===== src/rtl/core/pps_pkg.sv =====
`timescale 1ns / 1ps
// ----------------------------------------------------------------------------
// pps_pkg
// Shared constants, command codes and status types of the parallel-port
// sample FIFO.
// ----------------------------------------------------------------------------
package pps_pkg;

  localparam int FifoDepth = 16;
  localparam int PtrW      = (FifoDepth > 1) ? $clog2(FifoDepth) : 1;
  localparam int LevelW    = $clog2(FifoDepth + 1);

  localparam logic [15:0] PortData   = 16'h0378;
  localparam logic [15:0] PortCtrl   = 16'h037A;
  localparam int          StrobeBit  = 3;
  localparam logic [7:0]  FullFlag   = 8'h40;
  localparam logic [7:0]  SilentByte = 8'd128;

  typedef enum logic [1:0] {
    CMD_WRITE = 2'd0,
    CMD_READ  = 2'd1,
    CMD_TICK  = 2'd2
  } cmd_e;

  typedef struct packed {
    logic push;
    logic pop;
  } fifo_ctrl_t;

  typedef struct packed {
    logic full;
    logic empty;
  } fifo_stat_t;

endpackage


===== src/rtl/core/pps_fifo.sv =====
`timescale 1ns / 1ps
// ----------------------------------------------------------------------------
// pps_fifo
// Byte FIFO with drop-on-full push and first-word-fall-through read data.
// ----------------------------------------------------------------------------
module pps_fifo (
  input  logic                 clk_i,
  input  logic                 rst_ni,
  input  pps_pkg::fifo_ctrl_t  ctrl_i,
  input  logic [7:0]           wr_data_i,
  output logic [7:0]           rd_data_o,
  output pps_pkg::fifo_stat_t  stat_o
);

  localparam logic [pps_pkg::PtrW-1:0] LastSlot = pps_pkg::PtrW'(pps_pkg::FifoDepth - 1);
  localparam logic [pps_pkg::LevelW-1:0] FullLevel = pps_pkg::LevelW'(pps_pkg::FifoDepth);

  logic [7:0]                store_q [pps_pkg::FifoDepth];
  logic [pps_pkg::PtrW-1:0]  wr_ptr_q, wr_ptr_d;
  logic [pps_pkg::PtrW-1:0]  rd_ptr_q, rd_ptr_d;
  logic [pps_pkg::LevelW-1:0] level_q, level_d;
  logic                      do_push, do_pop;

  assign stat_o.full  = (level_q == FullLevel);
  assign stat_o.empty = (level_q == '0);
  assign rd_data_o    = store_q[rd_ptr_q];

  // push on full is dropped; pop on empty does nothing
  assign do_push = ctrl_i.push && !stat_o.full;
  assign do_pop  = ctrl_i.pop && !stat_o.empty;

  always_comb begin
    wr_ptr_d = wr_ptr_q;
    rd_ptr_d = rd_ptr_q;
    level_d  = level_q;
    if (do_push) begin
      wr_ptr_d = (wr_ptr_q == LastSlot) ? '0 : wr_ptr_q + 1'b1;
    end
    if (do_pop) begin
      rd_ptr_d = (rd_ptr_q == LastSlot) ? '0 : rd_ptr_q + 1'b1;
    end
    case ({do_push, do_pop})
      2'b10:   level_d = level_q + 1'b1;
      2'b01:   level_d = level_q - 1'b1;
      default: level_d = level_q;
    endcase
  end

  always_ff @(posedge clk_i or negedge rst_ni) begin
    if (!rst_ni) begin
      wr_ptr_q <= '0;
      rd_ptr_q <= '0;
      level_q  <= '0;
    end else begin
      wr_ptr_q <= wr_ptr_d;
      rd_ptr_q <= rd_ptr_d;
      level_q  <= level_d;
    end
  end

  always_ff @(posedge clk_i) begin
    if (do_push) begin
      store_q[wr_ptr_q] <= wr_data_i;
    end
  end

  a_not_full_and_empty: assert property (@(posedge clk_i) disable iff (!rst_ni)
    !(stat_o.full && stat_o.empty))
    else $error("fifo reports full and empty");

  a_drop_on_full: assert property (@(posedge clk_i) disable iff (!rst_ni)
    (ctrl_i.push && !ctrl_i.pop && stat_o.full) |=> $stable(level_q) && $stable(wr_ptr_q))
    else $error("push on full fifo changed state");

  a_level_bound: assert property (@(posedge clk_i) disable iff (!rst_ni)
    level_q <= FullLevel)
    else $error("fifo level overflow");

endmodule


===== src/rtl/core/parallel_port_sample_fifo_top.sv =====
`timescale 1ns / 1ps
// ----------------------------------------------------------------------------
// parallel_port_sample_fifo_top
// Parallel-port sound device: port writes/reads and sample ticks over a
// byte FIFO.
// ----------------------------------------------------------------------------
// Usage:
//   Slave channel carries one command word per handshake: tuser holds the
//   command (write, read, tick), tdata the port address and write byte.
//   A write to the data port latches a byte; a write to the control port
//   pushes the latched byte when control bit 3 falls (dropped when full).
//   A read of an odd port gives the full flag, an even port the data latch.
//   A tick pops a byte and returns the signed sample (byte - 128) << 8;
//   on an empty FIFO it repeats the last sample with sample_fresh low.
//   Master channel returns exactly one result word per command word.
// Latency / throughput:
//   Result valid the cycle after accept; one word per cycle unless the
//   master stalls, set by the single result register on the master side.
// Reset:
//   FIFO empty, latch and control byte zero, last sample silent.
// Stall:
//   While the result register holds an untaken word, tready drops; the
//   word is taken in the same cycle the master side accepts.
// ----------------------------------------------------------------------------
module parallel_port_sample_fifo_top (
  input  logic        clk_i,
  input  logic        rst_ni,
  input  logic        s_axis_tvalid,
  output logic        s_axis_tready,
  input  logic [23:0] s_axis_tdata,   // [15:0] port_address, [23:16] write_byte
  input  logic [1:0]  s_axis_tuser,   // [1:0] cmd
  output logic        m_axis_tvalid,
  input  logic        m_axis_tready,
  output logic [23:0] m_axis_tdata,   // [7:0] read_data, [23:8] sample_value
  output logic        m_axis_tuser    // [0] sample_fresh
);

  logic                s_accept;
  pps_pkg::cmd_e       cmd;
  logic [15:0]         port_addr;
  logic [7:0]          wr_byte;
  pps_pkg::fifo_ctrl_t fifo_ctrl;
  pps_pkg::fifo_stat_t fifo_stat;
  logic [7:0]          fifo_rd_data;

  logic [7:0]  latch_q, latch_d;
  logic [7:0]  ctrl_q, ctrl_d;
  logic [7:0]  last_q, last_d;
  logic        out_valid_q, out_valid_d;
  logic [7:0]  rd_data_q, rd_data_d;
  logic [15:0] sample_q, sample_d;
  logic        fresh_q, fresh_d;

  assign cmd       = pps_pkg::cmd_e'(s_axis_tuser);
  assign port_addr = s_axis_tdata[15:0];
  assign wr_byte   = s_axis_tdata[23:16];

  assign s_axis_tready = !out_valid_q || m_axis_tready;
  assign s_accept      = s_axis_tvalid && s_axis_tready;

  pps_fifo u_fifo (
    .clk_i     (clk_i),
    .rst_ni    (rst_ni),
    .ctrl_i    (fifo_ctrl),
    .wr_data_i (latch_q),
    .rd_data_o (fifo_rd_data),
    .stat_o    (fifo_stat)
  );

  always_comb begin
    latch_d        = latch_q;
    ctrl_d         = ctrl_q;
    last_d         = last_q;
    fifo_ctrl.push = 1'b0;
    fifo_ctrl.pop  = 1'b0;
    rd_data_d      = '0;
    sample_d       = '0;
    fresh_d        = 1'b0;
    out_valid_d    = out_valid_q && !m_axis_tready;
    if (s_accept) begin
      out_valid_d = 1'b1;
      unique case (cmd)
        pps_pkg::CMD_WRITE: begin
          if (port_addr == pps_pkg::PortData) begin
            latch_d = wr_byte;
          end else if (port_addr == pps_pkg::PortCtrl) begin
            // strobe falling edge pushes the latched byte
            fifo_ctrl.push = ctrl_q[pps_pkg::StrobeBit] && !wr_byte[pps_pkg::StrobeBit];
            ctrl_d         = wr_byte;
          end
        end
        pps_pkg::CMD_READ: begin
          if (port_addr[0]) begin
            rd_data_d = fifo_stat.full ? pps_pkg::FullFlag : 8'h00;
          end else begin
            rd_data_d = latch_q;
          end
        end
        pps_pkg::CMD_TICK: begin
          if (!fifo_stat.empty) begin
            fifo_ctrl.pop = 1'b1;
            last_d        = fifo_rd_data;
            fresh_d       = 1'b1;
          end
          sample_d = {last_d ^ 8'h80, 8'h00};
        end
        default: begin
        end
      endcase
    end
  end

  always_ff @(posedge clk_i or negedge rst_ni) begin
    if (!rst_ni) begin
      latch_q     <= '0;
      ctrl_q      <= '0;
      last_q      <= pps_pkg::SilentByte;
      out_valid_q <= 1'b0;
    end else begin
      latch_q     <= latch_d;
      ctrl_q      <= ctrl_d;
      last_q      <= last_d;
      out_valid_q <= out_valid_d;
    end
  end

  always_ff @(posedge clk_i) begin
    if (s_accept) begin
      rd_data_q <= rd_data_d;
      sample_q  <= sample_d;
      fresh_q   <= fresh_d;
    end
  end

  assign m_axis_tvalid = out_valid_q;
  assign m_axis_tdata  = {sample_q, rd_data_q};
  assign m_axis_tuser  = fresh_q;

  a_fresh_no_read_data: assert property (@(posedge clk_i) disable iff (!rst_ni)
    (m_axis_tvalid && m_axis_tuser) |-> (m_axis_tdata[7:0] == 8'h00))
    else $error("fresh sample carries read data");

  a_empty_tick_stale: assert property (@(posedge clk_i) disable iff (!rst_ni)
    (s_accept && cmd == pps_pkg::CMD_TICK && fifo_stat.empty)
      |=> (m_axis_tvalid && !m_axis_tuser))
    else $error("tick on empty fifo marked fresh");

  a_write_result_zero: assert property (@(posedge clk_i) disable iff (!rst_ni)
    (s_accept && cmd == pps_pkg::CMD_WRITE) |=> (m_axis_tdata == 24'h0 && !m_axis_tuser))
    else $error("port write produced nonzero result");

endmodule

===== config.mk =====
export PLATFORM = sky130hd
export DESIGN_NAME = parallel_port_sample_fifo_top
export DESIGN_NICKNAME = d
export VERILOG_FILES = /design/src/rtl/core/pps_pkg.sv /design/src/rtl/core/pps_fifo.sv /design/src/rtl/core/parallel_port_sample_fifo_top.sv
export SDC_FILE = /design/constraint.sdc
export NUM_CORES = 1
export LEC_CHECK = 0
export ABC_AREA = 1
export BUFFER_PORTS_ARGS = -buffer_cell sky130_fd_sc_hd__buf_2
export CAP_MARGIN = 25
export CORE_MARGIN = 5
export CORE_UTILIZATION = 60
export DETAILED_ROUTE_END_ITERATION = 10
export PLACE_DENSITY = 0.79
export SLEW_MARGIN = 5
export SYNTH_ARGS = -nofsm -noshare
export SYNTH_HDL_FRONTEND = slang
export SYNTH_SLANG_ARGS = --single-unit

===== constraint.sdc =====
create_clock -name clk_i -period 2.8 [get_ports clk_i]
set_input_delay 0.14 -clock clk_i [delete_from_list [all_inputs] [get_ports clk_i]]
set_output_delay 0.14 -clock clk_i [all_outputs]
set_load 0.1 [all_outputs]

==> impl_metrics.ini, run 1 <==
[status]
outcome = finished clean

[logic_synthesis]
ys_seq_area_share_pct = 64.5
synth_compound_area_share_pct = 3.36
synth_seq_cells = 176
synth_area_mm2 = 0.00796
netlist_instances = 784
synth_top_family_by_area = simple AND/OR/NAND/NOR gates
post_synth_num_cell_types = 35
synthAdderAreaFrac_pct = 1.67
yosys.area_share.simple_pct = 21.8
avgSynthCellArea_um2 = 10.2
synthDominantCellAreaShare_pct = 54.7
synth.area.mux_share_pct = 0
yosysTopAreaCell = edfxtp_1
yosys-top-cells-area = edfxtp_1 55%, nand2_1 10%, dfrtp_1 9.4%, nand3_1 6.1%, inv_1 5.5%
synth_xor_area_share_pct = 0.550
yosysWarnings = 0

[routing]
drc = 0
drtAntennaViolNets = 0
firstDrtPassIters = 6
wl_per_cell_um = 17.2
vias_per_cell = 5.40
drt_iter0_drc = 528
wirelength_um = 17800
via_count = 5606

[clocking]
cts_setup_buffers = 0
root_buffer = clkbuf_16
h-tree-depth = 4
clk_pin_slew_ns = 0.07
numCtsBuffers = 17
clk_path_buf_depth = 2
clock_sinks = 176
clk_latency_ns = 0.43
cts_tree = yes

[place]
dp_slack_ns = 0.286
post_dp_cell_area_mm2 = 0.00841
portBuffers = 48
gp_congestion = 0.947
hpwl_um = 11500

[pwr]
ir_drop_mv = 0.541
combPwrFrac_pct = 25.3
internal_power_mw = 4.90
switching_share_pct = 33.4
seqPwrFrac_pct = 41.8
cellLeakagePower_nw = 4.01
power_density_mw_per_mm2 = 806
power_frac_clock_pct = 32.8
switchingPower_mw = 2.46

[global_routing]
grt_use_total_pct = 23.8
grt_max_degree = 67
grt_pass1_vias = 5720
antenna_found_initial = 0
grt_pass1_wl_um = 28700
grt_remaining_overflow = 0

[sta]
setup_viol = 0
hold_viol = 0
final.setup.worst_slack_ns = 0.311
final.min_clock_period_ns = 2.49
max_slew.worst_pin.slew_ns = 0.781
rsz0062_at_grt = no
skew_ns = 0.00540
setup_tns_ns = 0
timing.fmax_mhz = 402
post-route-period-util_pct = 88.9
slew_headroom_pct = 47.9
hold_ws_ns = 0.0178
drv_slew = 0

[floorplan]
die_w_um = 125
start_util_pct = 60.6
ios = 57
dieHeight_um = 125
die_area_mm2 = 0.0157
core_mm2 = 0.0131
num_rows = 42

[layout]
syn_to_final_growth_pct = 14.7
nNetsFinal = 889
fin_area_mm2 = 0.00913
final_cell_mix = 213 x nand2_1, 145 x edfxtp_1, 117 x inv_1, 97 x nand3_1, 48 x buf_2
mostFrequentLayoutCell = nand2_1
drive_above_1_share_pct = 14.5
n_fill_cell = 948
antenna_cells = 0

[worst_setup_path]
endpoint_kind = register
path_class = reg -> reg
start_kind = register
required_ns = 3.11
critPathMaxFanout = 6
crit_arrival_ns = 2.80

[flow_run]
max_cap_violations = 0

[hold_path]
hold_class = in -> reg
[logic make-up after synthesis]
| group | count (synthesis) |
|---|---|
| other | 1 |
| AO/OA/AOI/OAI | 52 |
| AND/OR/NAND/NOR | 386 |
| XOR/XNOR | 5 |
| flip-flops | 176 |
| buffers and inverters | 154 |
| adder cells (fa/ha/maj) | 10 |
[metal layers]
layer	up-vias	GRT usage [%]	wire (um)
li1	2670	-	-
met2	227	39.8	8980
met5	-	0	0
met1	2649	29.4	7090
met4	0	10.9	619
met3	60	5.67	1120
[worst max-delay path: stages, from the launching register on]
cell and delay, ns:
dfrtp_4 0.51, nand2_8 0.09, nand2_4 0.06, nor2_4 0.14, nand3_4 0.12, nor2_8 0.10, inv_1 0.05, ha_1 0.26
fa_1 0.48, nand3_1 0.10, nand2_1 0.06, a21oi_1 0.11, o21ai_0 0.11, xor2_1 0.16
[metrics by stage]
| step | util [%] | power, mW | std cells |
|---|---|---|---|
| finish | 69.5 | 7.36 | 1038 |
| global placement | 64.0 | 4.88 | 996 |
| global route | 69.5 | 7.69 | 1038 |
| detailed placement | 64.0 | 4.95 | 996 |
| floorplan | - | 4.49 | 791 |
| CTS | 69.5 | 7.36 | 1038 |
[worst paths after layout]
check	depth (start not counted)	from	to	slack, ns
worst max-delay path	13	m_axis_tvalid	u_fifo.level_q[4]	0.31
worst max register to register	13	m_axis_tvalid	u_fifo.level_q[4]	0.31
worst min-delay path	4	m_axis_tready	m_axis_tvalid	0.02
max in group asynchronous	2	rst_ni	m_axis_tvalid	1.93
min in group asynchronous	2	rst_ni	last_q[1]	0.31
worst min register to register	2	ctrl_q[3]	ctrl_q[3]	0.53
[cell usage after synthesis]
library cell,n
inv_1,117
dfstp_2,1
o21ai_1,8
nand4_4,1
o211ai_1,3
clkbuf_1,5
nand2_2,1
nor2_2,2
nand3_4,1
conb_1,1
o21ai_0,18
or2_4,1
clkinv_1,2
inv_2,1
dfrtp_1,30
nand3_1,97
nor3_2,1
edfxtp_1,145
nand3_2,1
ha_1,9
fa_1,1
or2_0,1
a21oi_1,23
nand4_1,4
or2_2,8
nor2_1,44
nand2_1,215
nand2_4,5
xor2_1,4
buf_2,18
buf_6,1
nor2_4,3
xnor2_1,1
nor2_8,1
buf_4,10
[what timing repair did]
| item | 4_1_cts | 5_1_grt |
|---|---|---|
| endpoints found under the hold margin | 40 | 0 |
| resized for setup | 0 | 1 |
| hold buffers | 10 | 0 |
| setup endpoints to repair | 0 | 1 |
[layout make-up]
class | instances | area [um^2] | share of cell area [%]
clock buffer | 17 | 425 | 4.66
clock inverter | 15 | 189 | 2.07
sequential | 176 | 5140 | 56.3
multi-input combinational | 461 | 2230 | 24.4
inverter | 120 | 450 | 4.93
tap | 176 | 220 | 2.41
timing repair buffer | 73 | 478 | 5.24
[sequential cells by signal, indices dropped and copies added, names as in the netlist, 4 cells and up]
register,flops
u_fifo.wr_ptr_q,4
rd_data_q,8
u_fifo.store_q,128
u_fifo.rd_ptr_q,4
sample_q,8
latch_q,8
u_fifo.level_q,5
last_q,8
[power groups by stage]
stage	Sequential (mW)	Combinational, mW	Clock [mW]
final	3.08	1.86	2.42
after global routing	3.09	2.04	2.56
after CTS	3.07	1.84	2.44
after detailed placement	3.13	1.82	0
after global placement	3.12	1.76	0
after floorplan	3.26	1.23	0
No activity file was read; power rests on OpenSTA's default activity.
==> run 2: changes to the inputs <==
- BUFFER_PORTS_ARGS: -buffer_cell sky130_fd_sc_hd__buf_2 -> -buffer_cell sky130_fd_sc_hd__clkbuf_2
==> run 2 against run 1 <==
- routed wire length increased by 0.34%
- register-to-register slack got worse by 0.03 ns
- design area decreased by 1.3%
- maximum frequency decreased by 1.3%
- largest power group unchanged
==> impl_metrics.ini, run 2 (synthesis results as in run 1) <==
[floorplan]
core_mm2 = 0.0131
num_rows = 42
ios = 57
dieHeight_um = 125
die_w_um = 125
start_util_pct = 60.6
die_area_mm2 = 0.0157

[place]
gp_congestion = 0.936
place_inst = 996
post_dp_cell_area_mm2 = 0.00839
dp_slack_ns = 0.306
portBuffers = 48
hpwl_um = 11400

[pwr]
ir_drop_mv = 0.542
power_density_mw_per_mm2 = 780
cellLeakagePower_nw = 3.97
total_power_mw = 7.03

[routing]
drc = 0
drtAntennaViolNets = 0
via_count = 5544
highest-signal-layer = met4
wl_met2_um = 9200
wirelength_um = 17900
firstDrtPassIters = 5
met3_length_um = 1050
drt_iter0_drc = 544
wl_per_cell_um = 17.2
wl_met1_um = 7160
vias_per_cell = 5.35

[sta]
final.setup.worst_slack_ns = 0.279
rsz0062_at_grt = no
hold_viol = 0
setup_tns_ns = 0
timing.fmax_mhz = 397
max_slew.worst_pin.slew_ns = 0.866
hold_ws_ns = 0.0538
post-route-period-util_pct = 90.0
slew_headroom_pct = 42.3
setup_viol = 0
skew_ns = 0.00838
final.min_clock_period_ns = 2.52
drv_slew = 0

[clocking]
cts_resized = 0
root_buffer = clkbuf_16
h-tree-depth = 4
clk_pin_slew_ns = 0.06
cts_tree = yes
clk_path_buf_depth = 2
numCtsBuffers = 17
clock_sinks = 176
clk_latency_ns = 0.43

[global_routing]
grt_max_degree = 67
grt_pass1_wl_um = 29000
antenna_found_initial = 0
grt_pass1_vias = 5569
grt_remaining_overflow = 0
grt_use_total_pct = 23.9

[layout]
mostFrequentLayoutCell = nand2_1
final_util_pct = 68.6
fin_area_mm2 = 0.00901
nNetsFinal = 889
final_cell_mix = 214 x nand2_1, 145 x edfxtp_1, 117 x inv_1, 97 x nand3_1, 48 x clkbuf_2
syn_to_final_growth_pct = 13.2
drive_above_1_share_pct = 13.8
top_register = u_fifo.store_q
antenna_cells = 0
largest_reg_flops = 128
n_fill_cell = 981
instances_no_fill = 1037

[hold_path]
min_path_cells = 2
hold_class = in -> reg

[worst_setup_path]
endpoint_kind = register
reg2reg_depth = 13
start_kind = register
required_ns = 3.10
r2r_slack_ns = 0.28
path_class = reg -> reg
critPathMaxFanout = 6
crit_arrival_ns = 2.82

[status]
outcome = finished clean

[flow_run]
max_cap_violations = 0
## run 2: cell types whose count changed in the layout (fill, tap and decap cells not counted), sizes merged
cell	before	now
buf	63	15
bufinv	3	1
clkbuf	17	67
clkinv	8	10
clkinvlp	4	2
inv	120	119
## run 2: worst max-delay path, cell delays in order, from the launching register on
cell and delay (ns):
dfrtp_4 0.51, nand2_8 0.09, nand2_4 0.07, nor2_4 0.15
nand3_4 0.12, nor2_8 0.11, inv_1 0.05, ha_1 0.26
fa_1 0.47, nand3_1 0.10, nand2_1 0.06, a21oi_1 0.11
o21ai_0 0.12, xor2_1 0.16
## run 2: path summary, 6_finish.rpt
check	start	endpoint
min	s_axis_tdata[0]	rd_data_q[6]
min in group asynchronous	rst_ni	last_q[0]
max reg2reg	m_axis_tvalid	u_fifo.level_q[4]
min reg2reg	ctrl_q[3]	ctrl_q[3]
max	m_axis_tvalid	u_fifo.level_q[4]
max in group asynchronous	rst_ni	m_axis_tvalid
## run 2: final cells by class
cell class              instances  area, um^2  share of cell area, %
flip-flops and latches        176        5140                   57.0
multi-input cells             461        2230                   24.7
repair buffers                 73         453                   5.03
inverters                     120         450                   5.00
well taps                     176         220                   2.44
clock inverters                12        93.8                   1.04
clock buffers                  19         433                   4.80
## run 2: report_power, final
part	internal (mW)	switching [mW]	leakage, nW
registers	2.96	0.117	2.04
clock network	1.20	0.937	0.255
logic	0.494	1.31	1.68
## run 2: layer usage
| metal | vias to the layer above | GRT usage (%) |
|---|---|---|
| li1 | 2657 | - |
| met4 | 0 | 9.89 |
| met5 | - | 0 |
| met3 | 38 | 4.61 |
| met1 | 2645 | 30.7 |
| met2 | 204 | 40.3 |
## run 2: what timing repair did
| action | CTS | global route |
|---|---|---|
| buffers inserted | 0 | 0 |
| endpoints found under the hold margin | 40 | 0 |
| hold buffers | 10 | 0 |
